[src/design/assert_macros.svh]
// ---------------------------------------------------------------------------
// assertion macros
// wrappers for concurrent assertions, empty in synthesis builds
// ---------------------------------------------------------------------------
`ifndef ASSERT_MACROS_SVH
`define ASSERT_MACROS_SVH
`ifndef SYNTHESIS
// property must hold at every clock edge outside reset
`define ASSERT_ALWAYS(lbl, clk, rst_n, prop) \
    lbl: assert property (@(posedge clk) disable iff (!rst_n) (prop)) \
        else $error("assertion failed");
// consequent must hold in the same cycle as the antecedent
`define ASSERT_IMPLIES(lbl, clk, rst_n, ante, cons) \
    lbl: assert property (@(posedge clk) disable iff (!rst_n) (ante) |-> (cons)) \
        else $error("assertion failed");
`else
`define ASSERT_ALWAYS(lbl, clk, rst_n, prop)
`define ASSERT_IMPLIES(lbl, clk, rst_n, ante, cons)
`endif
`endif

[src/design/mvsl_pkg.sv]
// ---------------------------------------------------------------------------
// mvsl_pkg
// shared types and constants of the mains voltage safety lockout
// ---------------------------------------------------------------------------
package mvsl_pkg;

    // operation codes
    localparam logic [1:0] OP_CHECK = 2'd0;
    localparam logic [1:0] OP_TICK  = 2'd1;
    localparam logic [1:0] OP_ACK   = 2'd2;

    // configuration register indexes
    localparam logic [2:0] CFG_ZERO_POINT  = 3'd0;
    localparam logic [2:0] CFG_VOLT_SCALE  = 3'd1;
    localparam logic [2:0] CFG_CRIT_MIN    = 3'd2;
    localparam logic [2:0] CFG_HIGH_MIN    = 3'd3;
    localparam logic [2:0] CFG_HIGH_MAX    = 3'd4;
    localparam logic [2:0] CFG_MED_MIN     = 3'd5;
    localparam logic [2:0] CFG_MED_MAX     = 3'd6;
    localparam logic [2:0] CFG_AUTO_LOCK   = 3'd7;

    // alert levels
    localparam logic [2:0] LVL_NONE     = 3'd0;
    localparam logic [2:0] LVL_LOW      = 3'd1;
    localparam logic [2:0] LVL_MEDIUM   = 3'd2;
    localparam logic [2:0] LVL_HIGH     = 3'd3;
    localparam logic [2:0] LVL_CRITICAL = 3'd4;

    // behavior constants
    localparam logic [19:0] LOCKOUT_MS   = 20'd30000;
    localparam logic [13:0] LOW_ALERT_Q4 = 14'd800;
    localparam logic [7:0]  UNSAFE_LIMIT = 8'd3;

    localparam int unsigned SHIFT = 11;
    localparam logic [13:0] VOLT_MAX = 14'h3fff;

    typedef struct packed {
        logic [11:0] zero_point;
        logic [15:0] volt_scale;
        logic [13:0] crit_min;
        logic [13:0] high_min;
        logic [13:0] high_max;
        logic [13:0] med_min;
        logic [13:0] med_max;
        logic        auto_lock;
    } t_cfg;

    // converted item handed from the conversion stage to the control stage
    typedef struct packed {
        logic        valid;
        logic [1:0]  op;
        logic [13:0] volts;
    } t_volt_item;

endpackage

[src/design/mvsl_cfg.sv]
// ---------------------------------------------------------------------------
// mvsl_cfg
// configuration register file, written through a plain write port
// ---------------------------------------------------------------------------
module mvsl_cfg (
    input  logic                i_clk,
    input  logic                i_rst_n,
    input  logic                i_cfg_we,
    input  logic [2:0]          i_cfg_idx,
    input  logic [15:0]         i_cfg_data,
    output mvsl_pkg::t_cfg      o_cfg
);

    mvsl_pkg::t_cfg r_cfg;

    always_ff @(posedge i_clk) begin
        if (!i_rst_n) begin
            r_cfg.zero_point <= 12'd2048;
            r_cfg.volt_scale <= 16'd4096;
            r_cfg.crit_min   <= 14'd4160;
            r_cfg.high_min   <= 14'd3040;
            r_cfg.high_max   <= 14'd4000;
            r_cfg.med_min    <= 14'd1440;
            r_cfg.med_max    <= 14'd2240;
            r_cfg.auto_lock  <= 1'b1;
        end else if (i_cfg_we) begin
            case (i_cfg_idx)
                mvsl_pkg::CFG_ZERO_POINT: r_cfg.zero_point <= i_cfg_data[11:0];
                mvsl_pkg::CFG_VOLT_SCALE: r_cfg.volt_scale <= i_cfg_data;
                mvsl_pkg::CFG_CRIT_MIN:   r_cfg.crit_min   <= i_cfg_data[13:0];
                mvsl_pkg::CFG_HIGH_MIN:   r_cfg.high_min   <= i_cfg_data[13:0];
                mvsl_pkg::CFG_HIGH_MAX:   r_cfg.high_max   <= i_cfg_data[13:0];
                mvsl_pkg::CFG_MED_MIN:    r_cfg.med_min    <= i_cfg_data[13:0];
                mvsl_pkg::CFG_MED_MAX:    r_cfg.med_max    <= i_cfg_data[13:0];
                mvsl_pkg::CFG_AUTO_LOCK:  r_cfg.auto_lock  <= i_cfg_data[0];
                default: ;
            endcase
        end
    end

    assign o_cfg = r_cfg;

endmodule

[src/design/mvsl_conv.sv]
// ---------------------------------------------------------------------------
// mvsl_conv
// sample to voltage conversion: |sample - zero| * scale >> 11, saturated
// ---------------------------------------------------------------------------
module mvsl_conv (
    input  logic                    i_valid,
    input  logic [1:0]              i_op,
    input  logic [11:0]             i_sample,
    input  mvsl_pkg::t_cfg          i_cfg,
    output mvsl_pkg::t_volt_item    o_item
);

    logic [11:0] n_mag;
    logic [27:0] n_prod;
    logic [16:0] n_shifted;
    logic [13:0] n_volts;

    always_comb begin
        n_mag     = (i_sample >= i_cfg.zero_point) ? (i_sample - i_cfg.zero_point)
                                                   : (i_cfg.zero_point - i_sample);
        n_prod    = {16'd0, n_mag} * {12'd0, i_cfg.volt_scale};
        n_shifted = n_prod[27:mvsl_pkg::SHIFT];
        n_volts   = (|n_shifted[16:14]) ? mvsl_pkg::VOLT_MAX : n_shifted[13:0];
    end

    assign o_item.valid = i_valid;
    assign o_item.op    = i_op;
    assign o_item.volts = n_volts;

endmodule

[src/design/mvsl_ctrl.sv]
// ---------------------------------------------------------------------------
// mvsl_ctrl
// alert band sorting, safety state, unsafe run counter, lockout timer and
// the result register
// ---------------------------------------------------------------------------
`include "assert_macros.svh"

module mvsl_ctrl (
    input  logic                    i_clk,
    input  logic                    i_rst_n,
    input  mvsl_pkg::t_cfg          i_cfg,
    input  mvsl_pkg::t_volt_item    i_item,
    output logic                    o_ready,
    output logic                    o_out_valid,
    input  logic                    i_out_stall,
    output logic                    o_check_passed,
    output logic [13:0]             o_voltage_q4,
    output logic [2:0]              o_alert_level,
    output logic [1:0]              o_safety_state,
    output logic                    o_can_proceed,
    output logic [19:0]             o_lockout_left,
    output logic [7:0]              o_unsafe_run
);

    typedef enum logic [1:0] {
        ST_SAFE    = 2'd0,
        ST_WARNING = 2'd1,
        ST_DANGER  = 2'd2,
        ST_LOCKOUT = 2'd3
    } t_mode;

    t_mode       r_mode;
    logic        r_ack;
    logic [7:0]  r_cnt;
    logic [19:0] r_timer;
    logic [13:0] r_last_v;
    logic [2:0]  r_last_l;

    logic        r_out_valid;
    logic        r_check_passed;
    logic [13:0] r_voltage_q4;
    logic [2:0]  r_alert_level;
    logic [1:0]  r_safety_state;
    logic        r_can_proceed;
    logic [19:0] r_lockout_left;
    logic [7:0]  r_unsafe_run;

    t_mode       n_mode;
    logic        n_ack;
    logic [7:0]  n_cnt;
    logic [19:0] n_timer;
    logic [13:0] n_last_v;
    logic [2:0]  n_last_l;
    logic        n_passed;
    logic [2:0]  n_level;
    logic        fire;

    assign o_ready = !r_out_valid || !i_out_stall;
    assign fire    = i_item.valid && o_ready;

    always_comb begin
        if (i_item.volts >= i_cfg.crit_min) begin
            n_level = mvsl_pkg::LVL_CRITICAL;
        end else if (i_item.volts >= i_cfg.high_min && i_item.volts <= i_cfg.high_max) begin
            n_level = mvsl_pkg::LVL_HIGH;
        end else if (i_item.volts >= i_cfg.med_min && i_item.volts <= i_cfg.med_max) begin
            n_level = mvsl_pkg::LVL_MEDIUM;
        end else if (i_item.volts >= mvsl_pkg::LOW_ALERT_Q4) begin
            n_level = mvsl_pkg::LVL_LOW;
        end else begin
            n_level = mvsl_pkg::LVL_NONE;
        end
    end

    always_comb begin
        n_mode   = r_mode;
        n_ack    = r_ack;
        n_cnt    = r_cnt;
        n_timer  = r_timer;
        n_last_v = r_last_v;
        n_last_l = r_last_l;
        n_passed = 1'b0;
        case (i_item.op)
            mvsl_pkg::OP_CHECK: begin
                // a running lockout rejects the check without sampling
                if (!(r_mode == ST_LOCKOUT && r_timer != 20'd0)) begin
                    n_last_v = i_item.volts;
                    n_last_l = n_level;
                    if (r_mode == ST_LOCKOUT) begin
                        n_mode = ST_SAFE;
                    end
                    if (n_level == mvsl_pkg::LVL_NONE) begin
                        n_cnt    = 8'd0;
                        n_passed = 1'b1;
                    end else begin
                        n_cnt = (r_cnt == 8'hff) ? r_cnt : r_cnt + 8'd1;
                        if (n_level >= mvsl_pkg::LVL_HIGH) begin
                            n_mode = ST_DANGER;
                        end else if (n_level == mvsl_pkg::LVL_MEDIUM) begin
                            n_mode = ST_WARNING;
                        end else begin
                            n_mode = ST_SAFE;
                        end
                        if (i_cfg.auto_lock &&
                            (n_mode == ST_DANGER || n_cnt >= mvsl_pkg::UNSAFE_LIMIT)) begin
                            n_mode  = ST_LOCKOUT;
                            n_timer = mvsl_pkg::LOCKOUT_MS;
                        end
                    end
                end
            end
            mvsl_pkg::OP_TICK: begin
                if (r_mode == ST_LOCKOUT) begin
                    if (r_timer > 20'd1) begin
                        n_timer = r_timer - 20'd1;
                    end else begin
                        n_timer = 20'd0;
                        n_mode  = ST_SAFE;
                    end
                end
            end
            mvsl_pkg::OP_ACK: begin
                n_ack   = 1'b1;
                n_mode  = ST_SAFE;
                n_timer = 20'd0;
            end
            default: ;
        endcase
    end

    always_ff @(posedge i_clk) begin
        if (!i_rst_n) begin
            r_mode      <= ST_SAFE;
            r_ack       <= 1'b0;
            r_cnt       <= 8'd0;
            r_timer     <= 20'd0;
            r_last_v    <= 14'd0;
            r_last_l    <= mvsl_pkg::LVL_NONE;
            r_out_valid <= 1'b0;
        end else begin
            if (o_ready) begin
                r_out_valid <= i_item.valid;
            end
            if (fire) begin
                r_mode         <= n_mode;
                r_ack          <= n_ack;
                r_cnt          <= n_cnt;
                r_timer        <= n_timer;
                r_last_v       <= n_last_v;
                r_last_l       <= n_last_l;
                r_check_passed <= n_passed;
                r_voltage_q4   <= n_last_v;
                r_alert_level  <= n_last_l;
                r_safety_state <= n_mode;
                r_can_proceed  <= n_ack && (n_mode == ST_SAFE || n_mode == ST_WARNING);
                r_lockout_left <= (n_mode == ST_LOCKOUT) ? n_timer : 20'd0;
                r_unsafe_run   <= n_cnt;
            end
        end
    end

    assign o_out_valid    = r_out_valid;
    assign o_check_passed = r_check_passed;
    assign o_voltage_q4   = r_voltage_q4;
    assign o_alert_level  = r_alert_level;
    assign o_safety_state = r_safety_state;
    assign o_can_proceed  = r_can_proceed;
    assign o_lockout_left = r_lockout_left;
    assign o_unsafe_run   = r_unsafe_run;

    // the timer runs exactly while the block is locked out
    `ASSERT_ALWAYS(a_timer_lockout, i_clk, i_rst_n,
        (r_mode == ST_LOCKOUT) == (r_timer != 20'd0))
    // a passed check always reports no alert level and a cleared unsafe run
    `ASSERT_IMPLIES(a_pass_clean, i_clk, i_rst_n, r_out_valid && r_check_passed,
        r_alert_level == mvsl_pkg::LVL_NONE && r_unsafe_run == 8'd0)
    // remaining lockout time is only reported in lockout
    `ASSERT_IMPLIES(a_left_lockout, i_clk, i_rst_n, r_out_valid && r_lockout_left != 20'd0,
        r_safety_state == ST_LOCKOUT)
    // measurement is never allowed in danger or lockout
    `ASSERT_IMPLIES(a_proceed_safe, i_clk, i_rst_n, r_out_valid && r_can_proceed,
        r_safety_state == ST_SAFE || r_safety_state == ST_WARNING)

endmodule

[src/design/mains_voltage_safety_lockout.sv]
// ---------------------------------------------------------------------------
// mains_voltage_safety_lockout
// voltage safety check with alert bands and timed lockout
// ---------------------------------------------------------------------------
// Takes one transaction per clock while not stalled and returns exactly one
// result per transaction, in order. The input register feeds a single
// combinational pass (one 12x16 multiply for the scaled voltage, the band
// compares and the update of the safety state, unsafe run counter and
// lockout timer) into the result register. Back-to-back transactions see
// each other's state updates. The input stalls only while the result
// register is full and stalled. Configuration registers are written through
// i_cfg_we / i_cfg_idx / i_cfg_data; the user must write them only while no
// transaction is in flight, which the block itself does not enforce.
module mains_voltage_safety_lockout (
    input  logic        i_clk,
    input  logic        i_rst_n,
    input  logic        i_cfg_we,
    input  logic [2:0]  i_cfg_idx,
    input  logic [15:0] i_cfg_data,
    input  logic        i_in_valid,
    output logic        o_in_stall,
    input  logic [1:0]  i_operation,
    input  logic [11:0] i_adc_sample,
    output logic        o_out_valid,
    input  logic        i_out_stall,
    output logic        o_check_passed,
    output logic [13:0] o_voltage_q4,
    output logic [2:0]  o_alert_level,
    output logic [1:0]  o_safety_state,
    output logic        o_can_proceed,
    output logic [19:0] o_lockout_left,
    output logic [7:0]  o_unsafe_run
);

    mvsl_pkg::t_cfg       cfg;
    mvsl_pkg::t_volt_item volt_item;
    logic                 ctrl_ready;

    logic        r_in_valid;
    logic [1:0]  r_op;
    logic [11:0] r_sample;
    logic        in_ready;

    assign in_ready   = !r_in_valid || ctrl_ready;
    assign o_in_stall = !in_ready;

    always_ff @(posedge i_clk) begin
        if (!i_rst_n) begin
            r_in_valid <= 1'b0;
        end else if (in_ready) begin
            r_in_valid <= i_in_valid;
        end
    end

    always_ff @(posedge i_clk) begin
        if (in_ready && i_in_valid) begin
            r_op     <= i_operation;
            r_sample <= i_adc_sample;
        end
    end

    mvsl_cfg u_cfg (
        .i_clk      (i_clk),
        .i_rst_n    (i_rst_n),
        .i_cfg_we   (i_cfg_we),
        .i_cfg_idx  (i_cfg_idx),
        .i_cfg_data (i_cfg_data),
        .o_cfg      (cfg)
    );

    mvsl_conv u_conv (
        .i_valid    (r_in_valid),
        .i_op       (r_op),
        .i_sample   (r_sample),
        .i_cfg      (cfg),
        .o_item     (volt_item)
    );

    mvsl_ctrl u_ctrl (
        .i_clk          (i_clk),
        .i_rst_n        (i_rst_n),
        .i_cfg          (cfg),
        .i_item         (volt_item),
        .o_ready        (ctrl_ready),
        .o_out_valid    (o_out_valid),
        .i_out_stall    (i_out_stall),
        .o_check_passed (o_check_passed),
        .o_voltage_q4   (o_voltage_q4),
        .o_alert_level  (o_alert_level),
        .o_safety_state (o_safety_state),
        .o_can_proceed  (o_can_proceed),
        .o_lockout_left (o_lockout_left),
        .o_unsafe_run   (o_unsafe_run)
    );

endmodule

[config.mk]
export PLATFORM = sky130hd
export DESIGN_NAME = mains_voltage_safety_lockout
export DESIGN_NICKNAME = d
export VERILOG_FILES = /design/src/design/mvsl_pkg.sv /design/src/design/mvsl_cfg.sv /design/src/design/mvsl_conv.sv /design/src/design/mvsl_ctrl.sv /design/src/design/mains_voltage_safety_lockout.sv
export VERILOG_INCLUDE_DIRS = /design/src /design/src/design
export SDC_FILE = /design/constraint.sdc
export NUM_CORES = 1
export LEC_CHECK = 0
export BUFFER_PORTS_ARGS = -buffer_cell sky130_fd_sc_hd__buf_2
export CAP_MARGIN = 0
export CORE_ASPECT_RATIO = 1.4
export CORE_UTILIZATION = 50
export DETAILED_ROUTE_END_ITERATION = 16
export GPL_TIMING_DRIVEN = 0
export PLACE_DENSITY = 0.71
export SETUP_SLACK_MARGIN = 0.05
export SLEW_MARGIN = 20
export SYNTH_ARGS = -nofsm -noshare
export SYNTH_HDL_FRONTEND = slang
export SYNTH_HIERARCHICAL = 1
export SYNTH_SLANG_ARGS = --single-unit
[constraint.sdc]
create_clock -name i_clk -period 34.1 [get_ports i_clk]
set_input_delay 1.705 -clock i_clk [delete_from_list [all_inputs] [get_ports i_clk]]
set_output_delay 1.705 -clock i_clk [all_outputs]
set_load 0.02 [all_outputs]
# Word level (Yosys, flattened, before mapping)
# Index checks and enable logic that the tools add are counted.
# word_totals
register_bits,212
latch_bits,0
ram_bits,0
romBits,0
in_bits,38
output_inout_bits,51
word_cells,121
mem_count,0
# op_classes
add_sub_neg,4
mul,1
div_mod_pow,0
n_lt_le_gt_ge,10
eq_ne,15
shifts,0
n_mux,34
bitwise_logic,1
reduce_logical,31
# ops
op,count
20-bit two-way mux,5
20-bit one-hot mux with 3 select lines,1
14-bit >= comparator,3
14-bit two-way mux,3
8-bit two-way mux,4
14-bit <= comparator,2
12-bit by 16-bit multiplier with 28-bit output,1
12-bit subtractor,2
"20-bit by 1-bit > comparator with 1-bit output, second input constant",1
2-bit two-way mux,10
20-bit nonzero test,1
"20-bit by 1-bit subtractor with 20-bit output, second input constant",1
2-bit AND reduction,9
3-bit two-way mux,5
"14-bit by 10-bit >= comparator with 1-bit output, second input constant",1
"3-bit == test, second input constant",4
12-bit >= comparator,1
12-bit two-way mux,1
"3-bit by 2-bit == test with 1-bit output, second input constant",3
"8-bit by 1-bit adder with 8-bit output, second input constant",1
"2-bit == test, second input constant",4
"8-bit == test, second input constant",1
"8-bit by 2-bit >= comparator with 1-bit output, second input constant",1
1-bit logical AND,7
12 further kinds,24

# Depth between registers and ports, before layout
# Gate-level depths: netlist of the first run.
# depth
ltp_word,26
ltp_mapped,46
ltp_nobuf,43

# By module
# Netlist of the first run, hierarchy kept.
# modules_own_cells
module,n_inst,cells_per_inst,area_per_inst_um2,seq_area_each_um2
mvsl_conv,1,911,7467.2,0.0
mvsl_ctrl,1,838,7095.6,2452.4
mvsl_cfg,1,362,3761.1,1981.9
mains_voltage_safety_lockout,1,18,467.9,440.4

# Worst setup path before layout of the first run
# No wires, ideal clock.
# synth_timing
kind,register to register
start,register r_sample[0]
end,"register u_ctrl.r_unsafe_run[0], in the netlist u_ctrl/o_unsafe_run[0], data pin"
setup_time_ps,260
arrival_time_ps,10547
t_required_ps,33840
setup_slack_ps,23293
path_stages_with_launch,44
n_path_buf,4
period_less_slack_ps,10807
path_cell_list,edfxtp_1 > inv_1 > ha_1 > inv_1 > fa_1 > a21o_1 > a211oi_2 > o41ai_4 > nor2_2 > buf_6 > mux2_4 > a211o_1 > a21oi_1 > xnor2_1 > buf_2 > nand2_1 > fa_1 > inv_1 > (+8 left out) > a21oi_1 > o21ai_0 > o31a_1 > nor2b_1 > a211oi_2 > or3_1 > a211oi_2 > buf_6 > nand3_1 > ha_1 > and2_0 > a221o_1 > a221oi_1 > o211ai_1 > a221oi_2 > buf_4 > o21ai_0 > mux2_2
# synth_lines
element,line,text
"start, declared",mains_voltage_safety_lockout.sv:41,logic [11:0] r_sample;
"start signal, assigned",mains_voltage_safety_lockout.sv:58,r_sample <= i_adc_sample;
"end signal, assigned",mvsl_ctrl.sv:157,r_unsafe_run <= n_cnt;
"end, declared",mvsl_ctrl.sv:46,logic [7:0] r_unsafe_run;

==> run_results.csv, run 1 <==
group,metric,value,unit
pwr,pwr-share-clk,0.249,
logic_synthesis,syn_nets,2466,
die,rows,83,
routing,first_pass_iters,6,
logic_synthesis,ys_seq_elements,212,
grt,grt_pass1_wl,84.3,mm
pwr,p_sw,0.362,mW
logic_synthesis,async_flop_share,0,
grt,grt_max_degree,34,
grt,antenna_found_initial,0,
pwr,power.density,43.5,nW/um^2
final_layout,multi_input_area,12300,um^2
final_layout,diodes,0,
die,die_w,166,um
die,core,36900,um^2
final_layout,area_delta_synth_final,8.89,%
critical_path,critical_path_required,34.35,ns
sta,fmax,75.9,MHz
sta,fin_crit_sh,0.386,
logic_synthesis,postSynthAreaPerCell,8.83,um^2
logic_synthesis,synthTopCellsByCount,"nand2_1, inv_1, ha_1",
cts,hold_buffers,0,
cts,clock_path_buffers,3,
grt,grt_usage,0.279,
logic_synthesis,synth_top_area_share,0.159,
die,chipHeight,231,um
routing,drtIter0Drc,1034,
die,die_area,38400,um^2
critical_path,cp_slowest_cell,"a2111oi_0",
cts,htree_levels,1,
min_path,hold_class,"reg2reg",
logic_synthesis,syn-cell-area,18800,um^2
grt,grt-ovfl-total,0,
placement,gp_congestion,0.945,
status,status,"completed",
placement,post-place-cells,2682,
cts,cts_resized,0,
sta,relSlewSlack,0.215,
logic_synthesis,syn_inst,2129,
sta,setup_viol,0,
critical_path,end_kind,"flip-flop",
pwr,intPower,0.529,mW
final_layout,final_util,0.555,
placement,hpwl,40.8,mm
logic_synthesis,yosysWarnings,6,
cts,post-cts-setup-buffer-count,0,
logic_synthesis,synth_top_area_cell,"dfxtp_1",
sta,hold_viol_final,0,
routing,routed_wirelength,52.7,mm
routing,vias_per_cell,5.75,
final_layout,fillers,3351,
sta,tns,0,ns
placement,portBuffers,84,
critical_path,cp-start-kind,"flip-flop",
cts,cts-buffers-inserted,21,
sta,maxSlewViolCount,0,
pwr,ir_drop,44.9,uV
grt,grt_pass1_vias,16000,
sta,finalClockSkew,0.0144,ns
routing,drc_errors,0,
routing,dr_total_vias,15600,
logic_synthesis,synth.top_cells.by_area,"dfxtp_1, fa_1, ha_1",
final_layout,register_area,4870,um^2
logic_synthesis,yosysSeqAreaShare,0.259,
die,start_util,0.510,
die,ioPinCount,89,
pwr,leakage,9.53,nW
routing,detail-route-antenna-nets,0,
final_layout,fin_nets,2575,
final_layout,drive_gt1_frac,0.0981,
pwr,sw_frac_of_total,0.406,
logic_synthesis,synthDistinctLibCells,106,
critical_path,cp_slowest_stage_delay,0.64,ns
pwr,p_comb_frac,0.440,
pwr,power_frac_seq,0.311,
sta,tightest_slew,1.17,ns
cts,cts-root-buf,"clkbuf_16",
cts,cts_tree,"done",
logic_synthesis,synth.most_common_cell,"nand2_1",
logic_synthesis,synth_edf_count,63,
cts,clock_latency,0.51,ns
final_layout,fin_cells,2719,
sta,rsz0062_at_grt,"no",
cts,cts.clk_slew.worst_paths,0.07,ns
critical_path,crit_type,"reg2reg",
critical_path,cp_max_fo,10,
sta,fin_crit,13.18,ns
run,cap_violations,0,
critical_path,worstPathArrival,13.43,ns
critical_path,r2r_slack,20.92,ns
logic_synthesis,synth_ff_type,"dfxtp_1",
critical_path,cp_common_cell,"fa_1",
cts,cts.sinks,212,
routing,routedWlPerCell,19.4,um
logic make-up (layout without fill, tap and decap cells):
| group | count (synthesis) | count (layout) | synth area share |
|---|---|---|---|
| buffers and inverters | 401 | 524 | 0.0867 |
| AOI/OAI and AO/OA | 352 | 352 | 0.133 |
| xor gates and xnor gates | 27 | 27 | 0.0140 |
| DFF | 212 | 212 | 0.259 |
| and+or+nand+nor | 726 | 726 | 0.191 |
| adders and majority gates | 299 | 299 | 0.255 |
| muxes | 112 | 112 | 0.0609 |
layout make-up:
class                   count  share of cell area
well taps                 467              0.0286
plain buffers             107              0.0257
repair buffers             86              0.0223
multi-input cells        1516               0.601
flip-flops and latches    212               0.238
clock inverters             9             0.00373
clock buffers              28              0.0270
inverters                 294              0.0539
cell usage in the layout, fill, tap and decap left out, types with 55 or more instances in the layout:
master and count:
mux2i_1 105, buf_2 107, edfxtp_1 63, nor2b_1 68, fa_1 141, nor2_1 92
nand2_1 319, ha_1 158, o21ai_0 55, clkbuf_1 74, dfxtp_1 149, inv_1 292
a21oi_1 93
layer usage:
layer  vias up  routed length [um]  part of all wire  GRT usage
li1       7336                   -                 -          -
met1      7601               20400              0.39      0.312
met2       531               26900              0.51      0.514
met3       172                2240             0.042     0.0232
met4         0                3250             0.062      0.173
met5         -                   0                 0          0
metrics by stage:
stage | power [mW] | hold WS (ns) | area [um^2] | setup slack (ns)
6_report | 0.891 | 0.457 | 20500 | 20.92
5_1_grt | 0.944 | 0.479 | 20500 | 20.41
4_1_cts | 0.890 | 0.458 | 20500 | 21.11
3_5_place_dp | 0.665 | 0.449 | 19800 | 21.14
3_3_place_gp | 0.656 | 0.442 | 19800 | 21.18
2_1_floorplan | 0.550 | 0.435 | 18800 | 23.29
registers in the layout, indices dropped and copies added, names as in the netlist, 2 cells and up:
register and flops:
u_ctrl/o_unsafe_run 8, u_ctrl/o_safety_state 2, u_ctrl/r_last_l 3, u_cfg/o_cfg 99, u_ctrl/r_cnt 8, u_ctrl/o_voltage_q4 14
u_ctrl/r_timer 20, u_ctrl/r_mode 2, r_sample 12, u_ctrl/o_alert_level 3, r_op 2, u_ctrl/o_lockout_left 20
u_ctrl/r_last_v 14
critical path: cells and delay by family, from the launching register on:
kind / cells / cell delay, ns
AO/OA/AOI/OAI: 18 / 4.97
adder cells (fa/ha/maj): 9 / 4.13
AND/OR/NAND/NOR: 5 / 1.36
buffers and inverters: 8 / 1.19
XOR/XNOR: 1 / 0.52
flip-flops: 1 / 0.41
multiplexers: 1 / 0.30
final timing paths:
check | startpoint | to | cells after the start
hold reg to reg | u_cfg/o_cfg[66]$_SDFFE_PN0P_ | u_cfg/o_cfg[66]$_SDFFE_PN0P_ | 2
hold / removal | u_cfg/o_cfg[66]$_SDFFE_PN0P_ | u_cfg/o_cfg[66]$_SDFFE_PN0P_ | 2
setup / recovery | r_sample[0]$_DFFE_PP_ | u_ctrl/o_unsafe_run[0]$_DFFE_PP_ | 42
setup reg to reg | r_sample[0]$_DFFE_PP_ | u_ctrl/o_unsafe_run[0]$_DFFE_PP_ | 42
power by group through the flow:
stage	sequential, mW	clock [mW]	combinational [mW]
global placement	0.282	0	0.374
finish	0.277	0.222	0.392
detailed placement	0.282	0	0.383
CTS	0.277	0.227	0.387
global route	0.278	0.235	0.431
floorplan	0.283	0	0.267
(Power assumes the default switching activity.)
==> run 2: changes to the inputs <==
--- a/config.mk
+++ b/config.mk
@@ -12,7 +12,7 @@
 export CORE_UTILIZATION = 50
 export DETAILED_ROUTE_END_ITERATION = 16
 export GPL_TIMING_DRIVEN = 0
-export PLACE_DENSITY = 0.71
+export PLACE_DENSITY = 0.74
 export SETUP_SLACK_MARGIN = 0.05
 export SLEW_MARGIN = 20
 export SYNTH_ARGS = -nofsm -noshare
==> constraint.sdc (replaced) <==
create_clock -name i_clk -period 11.82 [get_ports i_clk]
set_input_delay 0.591 -clock i_clk [delete_from_list [all_inputs] [get_ports i_clk]]
set_output_delay 0.591 -clock i_clk [all_outputs]
set_load 0.02 [all_outputs]
==> run 2 against run 1 <==
  * First-iteration DRC count up 19%
  * Sequential power rose to 2.9 times the previous value
  * Clock skew rose by 0.0020 ns
  * Register-to-register slack worse by 21 ns
  * Cell area grew 6.0%
  * Utilization up 3.3 points
  * Clock-buffer cell count is 1 higher
  * Maximum frequency increased by 14%
  * Routed wire length increased by 5.6%
  * Largest cell class unchanged
  * Largest power group unchanged
==> run_results.csv, run 2 (synthesis results as in run 1) <==
group,metric,value,unit
cts,clock_path_buffers,3,
sta,finalClockSkew,0.0164,ns
placement,gp_congestion,0.975,
routing,routed_wirelength,55.7,mm
final_layout,largest_register_ffs,99,
status,status,"completed",
cts,clock_latency,0.52,ns
routing,drtIter0Drc,1233,
pwr,ir_drop,122,uV
routing,vias_per_cell,5.84,
pwr,power.density,134,nW/um^2
critical_path,r2r_cells,45,
critical_path,cp_max_fo,10,
critical_path,critical_path_required,12.14,ns
pwr,p_total,2.91,mW
placement,post-place-cells,2682,
die,die_w,166,um
critical_path,r2r-start,"r_sample[0]$_DFFE_PP_",
final_layout,fin_cells,2773,
cts,cts_tree,"done",
die,chipHeight,231,um
pwr,leakage,10.0,nW
critical_path,r2r-end,"u_ctrl/o_lockout_left[11]$_SDFFCE_PP0P_",
placement,portBuffers,84,
die,die_area,38400,um^2
sta,relSlewSlack,0.389,
sta,fin_crit_sh,0.978,
sta,maxSlewViolCount,0,
placement,hpwl,42.0,mm
grt,use_met3,0.0295,
final_layout,fin_nets,2629,
cts,cts.sinks,212,
sta,tightest_slew,0.912,ns
final_layout,fillers,3166,
cts,hold_buffers,0,
final_layout,area_delta_synth_final,15.4,%
die,start_util,0.510,
cts,htree_levels,1,
critical_path,cp_slowest_cell,"fa_2",
min_path,min_to,"r_sample[8]$_DFFE_PP_",
sta,timing.hold.ws,0.247,ns
final_layout,layout_commonest_cell,"nand2_1",
grt,use_met1,0.318,
critical_path,cp-start-kind,"flip-flop",
sta,fin_crit,11.56,ns
critical_path,r2r_slack,0.26,ns
grt,top_usage_layer,"met2",
routing,first_pass_iters,6,
sta,fmax,86.5,MHz
final_layout,layout_common_cells,"nand2_1, inv_1, dfxtp_1, ha_1, fa_1",
die,ioPinCount,89,
sta,setup_viol,0,
die,core,36900,um^2
run,cap_violations,0,
routing,routedWlPerCell,20.1,um
cts,cts-buffers-inserted,21,
grt,grt_usage,0.291,
sta,hold_viol_final,0,
critical_path,cp_slowest_stage_delay,0.57,ns
cts,cts-root-buf,"clkbuf_16",
grt,antenna_found_initial,0,
grt,use_met2,0.545,
grt,grt_pass1_wl,87.9,mm
grt,grt_pass1_vias,16600,
grt,grt_max_degree,29,
critical_path,crit_type,"reg2reg",
cts,cts.clk_slew.worst_paths,0.06,ns
die,rows,83,
routing,detail-route-antenna-nets,0,
critical_path,worstPathArrival,11.88,ns
routing,drc_errors,0,
final_layout,diodes,0,
min_path,hold_depth,1,
min_path,hold_class,"in2reg",
routing,dr_total_vias,16200,
final_layout,drive_gt1_frac,0.156,
grt,grt-ovfl-total,0,
critical_path,end_kind,"flip-flop",
min_path,hold_path.startpoint,"i_adc_sample[8]",
==> run 2: area by class of cell <==
type | instances | area (um^2) | share of cell area
well taps | 467 | 584 | 0.0269
inverters | 294 | 1100 | 0.0509
repair buffers | 140 | 928 | 0.0428
plain buffers | 107 | 557 | 0.0257
clock inverters | 8 | 145 | 0.00669
flip-flops and latches | 212 | 4870 | 0.225
clock buffers | 29 | 607 | 0.0280
multi-input cells | 1516 | 12900 | 0.594
==> run 2: layer usage <==
| metal | vias up | routed length (um) | part of all wire |
|---|---|---|---|
| met4 | 0 | 3450 | 0.062 |
| met2 | 682 | 28800 | 0.52 |
| met1 | 7884 | 20500 | 0.37 |
| met3 | 186 | 3010 | 0.054 |
| li1 | 7442 | - | - |
| met5 | - | 0 | 0 |
==> run 2: report_power, final <==
group          leakage, nW  switching [mW]  internal, mW  total (mW)
Sequential            1.80          0.0203         0.780       0.800
Combinational         7.88           0.836         0.537        1.37
Clock                0.364           0.286         0.447       0.733
Total                 10.0            1.14          1.76        2.91
==> run 2: worst max-delay path by stage <==
| stage | slack, ns | end | from | cells past startpoint |
|---|---|---|---|---|
| after floorplan | 1.01 | u_ctrl/o_unsafe_run[0]$_DFFE_PP_ | r_sample[0]$_DFFE_PP_ | 43 |
| after global placement | -1.14 | u_ctrl/o_unsafe_run[0]$_DFFE_PP_ | r_sample[0]$_DFFE_PP_ | 43 |
| after detailed placement | -1.30 | u_ctrl/o_unsafe_run[0]$_DFFE_PP_ | r_sample[0]$_DFFE_PP_ | 42 |
| after CTS | 0.06 | u_ctrl/o_lockout_left[3]$_SDFFCE_PP0P_ | r_sample[0]$_DFFE_PP_ | 45 |
| after global routing | -0.08 | u_ctrl/r_timer[11]$_SDFFE_PN0P_ | r_sample[0]$_DFFE_PP_ | 48 |
| final | 0.26 | u_ctrl/o_lockout_left[11]$_SDFFCE_PP0P_ | r_sample[0]$_DFFE_PP_ | 45 |
==> run 2: stage by stage <==
step | area (um^2) | worst slack, ns | TNS (ns) | util
after global placement | 19800 | -1.14 | -53.68 | 0.537
after global routing | 21700 | -0.0799 | -1.47 | 0.588
after CTS | 21000 | 0.0591 | 0 | 0.571
after floorplan | 18800 | 1.01 | 0 | -
after detailed placement | 19800 | -1.30 | -64.81 | 0.538
final | 21700 | 0.255 | 0 | 0.588
==> run 2: repair_timing <==
| action | CTS | global route |
|---|---|---|
| setup buffers | 18 | 33 |
| resized for setup | 54 | 75 |
| endpoints found under the hold margin | 0 | 0 |
| pin swaps | 13 | 39 |
| endpoints found under the setup margin | 68 | 62 |
| cloned | 1 | 2 |
==> run 2: critical path, delay by kind of cell (launching register included) <==
| family | cells | cell delay [ns] |
|---|---|---|
| AO/OA/AOI/OAI | 20 | 4.73 |
| adder cells (fa/ha/maj) | 9 | 3.71 |
| buffers and inverters | 10 | 1.33 |
| AND/OR/NAND/NOR | 5 | 0.92 |
| flip-flops | 1 | 0.42 |
| XOR/XNOR | 1 | 0.23 |
==> run 3: changes to the inputs <==
--- a/config.mk
+++ b/config.mk
@@ -9,13 +9,12 @@
 export BUFFER_PORTS_ARGS = -buffer_cell sky130_fd_sc_hd__buf_2
 export CAP_MARGIN = 0
 export CORE_ASPECT_RATIO = 1.4
-export CORE_UTILIZATION = 50
+export CORE_UTILIZATION = 57
 export DETAILED_ROUTE_END_ITERATION = 16
 export GPL_TIMING_DRIVEN = 0
-export PLACE_DENSITY = 0.74
+export PLACE_DENSITY = 0.82
 export SETUP_SLACK_MARGIN = 0.05
 export SLEW_MARGIN = 20
 export SYNTH_ARGS = -nofsm -noshare
 export SYNTH_HDL_FRONTEND = slang
-export SYNTH_HIERARCHICAL = 1
 export SYNTH_SLANG_ARGS = --single-unit
==> run 3 against run 2 <==
  * Maximum frequency shrank 1.0%
  * Clock-buffer cell count rose by 1
  * Worst setup slack worse by 0.12 ns
  * Non-clock buffer count increased by 14
  * Cell area decreased by 0.21%
  * Utilization is 9.7 points higher
  * Critical path depth grew 4
  * Clock power decreased by 9.5%
  * Critical path type unchanged
  * Largest power group unchanged
  * Highest routed layer unchanged
==> run_results.csv, run 3 <==
group,metric,value,unit
cts,cts-root-buf,"clkbuf_16",
critical_path,r2r_slack,0.13,ns
logic_synthesis,yosysSeqAreaShare,0.267,
sta,finalClockSkew,0.0143,ns
cts,cts.sinks,212,
critical_path,worstPathArrival,12.01,ns
final_layout,layout_common_cells,"nand2_1, inv_1, a21oi_1",
sta,fin_crit_sh,0.989,
final_layout,largest_register_ffs,99,
critical_path,cp_slowest_stage_delay,0.54,ns
logic_synthesis,synth_top_area_share,0.163,
grt,antenna_found_initial,0,
logic_synthesis,synth_ff_type,"dfxtp_1",
routing,first_pass_iters,6,
pwr,power_frac_seq,0.261,
logic_synthesis,synth.top_cells.by_area,"dfxtp_1, fa_1, ha_1",
routing,dr_total_vias,17200,
routing,drtIter0Drc,1559,
critical_path,end_kind,"flip-flop",
final_layout,drive_gt1_frac,0.160,
logic_synthesis,postSynthAreaPerCell,8.32,um^2
die,rows,77,
final_layout,stdcell_area,21600,um^2
logic_synthesis,yosys.area_share.adder,0.263,
placement,gp_congestion,0.975,
logic_synthesis,synth_top_family_by_area,"adder cells",
status,status,"completed",
pwr,pwr-share-clk,0.218,
logic_synthesis,synth.most_common_cell,"nand2_1",
critical_path,r2r-start,"r_sample[5]$_DFFE_PP_",
die,chipHeight,214,um
placement,post-place-cells,2678,
sta,timing.hold.ws,0.254,ns
pwr,ir_drop,207,uV
sta,relSlewSlack,0.350,
sta,setup_viol,0,
cts,htree_levels,1,
critical_path,cp-start-kind,"flip-flop",
grt,grt_max_degree,32,
grt,grt_pass1_vias,17100,
pwr,intPower,1.77,mW
min_path,hold_depth,1,
logic_synthesis,synth_compound_area_frac,0.171,
final_layout,multi_input_area,12900,um^2
critical_path,critical_path_required,12.14,ns
logic_synthesis,synth_mux_area_frac,0.00987,
logic_synthesis,synth_top_area_cell,"dfxtp_1",
min_path,hold_class,"in2reg",
min_path,hold_path.startpoint,"i_adc_sample[9]",
routing,top_layer,"met4",
routing,detail-route-antenna-nets,0,
logic_synthesis,synth-simple-area-share,0.195,
cts,clock_latency,0.52,ns
critical_path,r2r-end,"u_ctrl.o_lockout_left[6]$_SDFFCE_PP0P_",
cts,cts_tree,"done",
critical_path,r2r_cells,49,
grt,grt_pass1_wl,89.0,mm
final_layout,fin_cells,2781,
pwr,p_sw,1.27,mW
die,die_w,153,um
placement,place_area,19200,um^2
die,ioPinCount,89,
final_layout,fillers,2342,
pwr,power.density,140,nW/um^2
sta,maxSlewViolCount,0,
sta,tightest_slew,0.965,ns
placement,hpwl,40.8,mm
routing,met1_length,20.4,mm
logic_synthesis,yosysWarnings,0,
final_layout,layout_commonest_cell,"nand2_1",
sta,tns,0,ns
routing,wl_met3,4.36,mm
routing,wl_met2,28.5,mm
sta,rsz0062_at_grt,"yes",
routing,vias_per_cell,6.20,
min_path,min_to,"r_sample[9]$_DFFE_PP_",
logic_synthesis,syn_nets,2532,
sta,fin_crit,11.69,ns
run,cap_violations,0,
logic_synthesis,synthDistinctLibCells,93,
critical_path,cp_max_fo,6,
final_layout,register_area,4880,um^2
routing,routed_wirelength,58.0,mm
die,die_area,32800,um^2
cts,clock_path_buffers,3,
logic_synthesis,synthTopCellsByCount,"nand2_1, inv_1, a21oi_1",
pwr,p_comb_frac,0.520,
logic_synthesis,syn-cell-area,18300,um^2
final_layout,area_delta_synth_final,18.5,%
logic_synthesis,yosys.area_share.xor_xnor,0.0115,
logic_synthesis,ys_seq_elements,212,
pwr,p_total,3.04,mW
placement,portBuffers,85,
cts,cts.clk_slew.worst_paths,0.06,ns
logic_synthesis,synth_edf_count,63,
sta,fmax,85.6,MHz
pwr,leakage,9.05,nW
grt,grt-ovfl-total,0,
critical_path,crit_type,"reg2reg",
final_layout,diodes,0,
sta,hold_viol_final,0,
cts,cts-buffers-inserted,20,
logic_synthesis,syn_inst,2195,
critical_path,cp_slowest_cell,"fa_1",
pwr,sw_frac_of_total,0.418,
logic_synthesis,async_flop_share,0,
grt,grt_usage,0.346,
routing,drc_errors,0,
routing,routedWlPerCell,20.9,um
die,core,31600,um^2
final_layout,fin_nets,2709,
die,start_util,0.578,
run 3: changes by cell type in the layout (fill, tap and decap cells not counted), sizes merged, moves of 8 or more:
| cell | before | now |
|---|---|---|
| mux2i | 106 | 9 |
| a21oi | 105 | 201 |
| nand2 | 320 | 412 |
| nor2b | 72 | 16 |
| o211ai | 4 | 34 |
| and2 | 49 | 73 |
| clkbuf | 98 | 114 |
| nor2 | 96 | 81 |
| nor3b | 14 | 3 |
| xor2 | 13 | 4 |
| a21boi | 3 | 11 |
| nand2b | 33 | 25 |
| nor3 | 27 | 35 |
run 3: timing repair:
action	4_1_cts	5_1_grt
buffers inserted	37	36
pin swaps	46	52
gates cloned	0	1
resized for setup	140	103
hold buffers	0	0
endpoints found under the setup margin	68	65
run 3: logic make-up (layout without fill, tap and decap cells):
logic type | Yosys count | after routing
muxes | 17 | 17
xor gates and xnor gates | 24 | 24
adders and majority gates | 299 | 299
buffers and inverters | 398 | 589
DFF | 212 | 212
AOI/OAI and AO/OA | 481 | 481
and+or+nand+nor | 764 | 764
run 3: layout make-up:
cell class              instances  area share
inverters                     292      0.0511
repair buffers                161      0.0498
flip-flops and latches        212       0.225
plain buffers                 100      0.0224
clock inverters                 6     0.00139
clock buffers                  30      0.0296
multi-input cells            1585       0.597
well taps                     395      0.0228
run 3: per-stage QoR:
step	util	worst slack [ns]
final	0.685	0.134
after global routing	0.685	-0.111
after CTS	0.660	0.0506
after detailed placement	0.609	-2.53
after global placement	0.607	-2.34
after floorplan	-	0.206
run 3: critical path: cells and delay by family (launching register included):
kind | cells | cell delay [ns]
xor gates and xnor gates | 1 | 0.20
adders and majority gates | 8 | 3.52
AOI/OAI and AO/OA | 19 | 3.90
buffers and inverters | 12 | 1.44
and+or+nand+nor | 9 | 1.95
DFF | 1 | 0.47
run 3: worst max-delay path by stage:
stage | end | cells past startpoint | from
final | u_ctrl.o_lockout_left[6]$_SDFFCE_PP0P_ | 49 | r_sample[5]$_DFFE_PP_
after global routing | u_ctrl.o_lockout_left[6]$_SDFFCE_PP0P_ | 47 | r_sample[5]$_DFFE_PP_
after CTS | u_ctrl.o_lockout_left[16]$_SDFFCE_PP0P_ | 49 | r_sample[0]$_DFFE_PP_
after detailed placement | u_ctrl.o_unsafe_run[6]$_DFFE_PP_ | 50 | r_sample[0]$_DFFE_PP_
after global placement | u_ctrl.o_unsafe_run[6]$_DFFE_PP_ | 50 | r_sample[0]$_DFFE_PP_
after floorplan | u_ctrl.o_lockout_left[15]$_SDFFCE_PP0P_ | 51 | r_sample[0]$_DFFE_PP_
run 3: routing by layer:
layer	track usage	vias to the layer above
met4	0.260	0
li1	-	7744
met1	0.381	8281
met3	0.0479	299
met2	0.613	910
met5	0	-
run 3: power groups by stage:
stage | clock network [mW] | logic (mW) | registers [mW]
global route | 0.698 | 1.69 | 0.796
floorplan | 0 | 0.829 | 0.813
finish | 0.663 | 1.58 | 0.794
global placement | 0 | 1.15 | 0.809
detailed placement | 0 | 1.18 | 0.808
CTS | 0.664 | 1.37 | 0.793
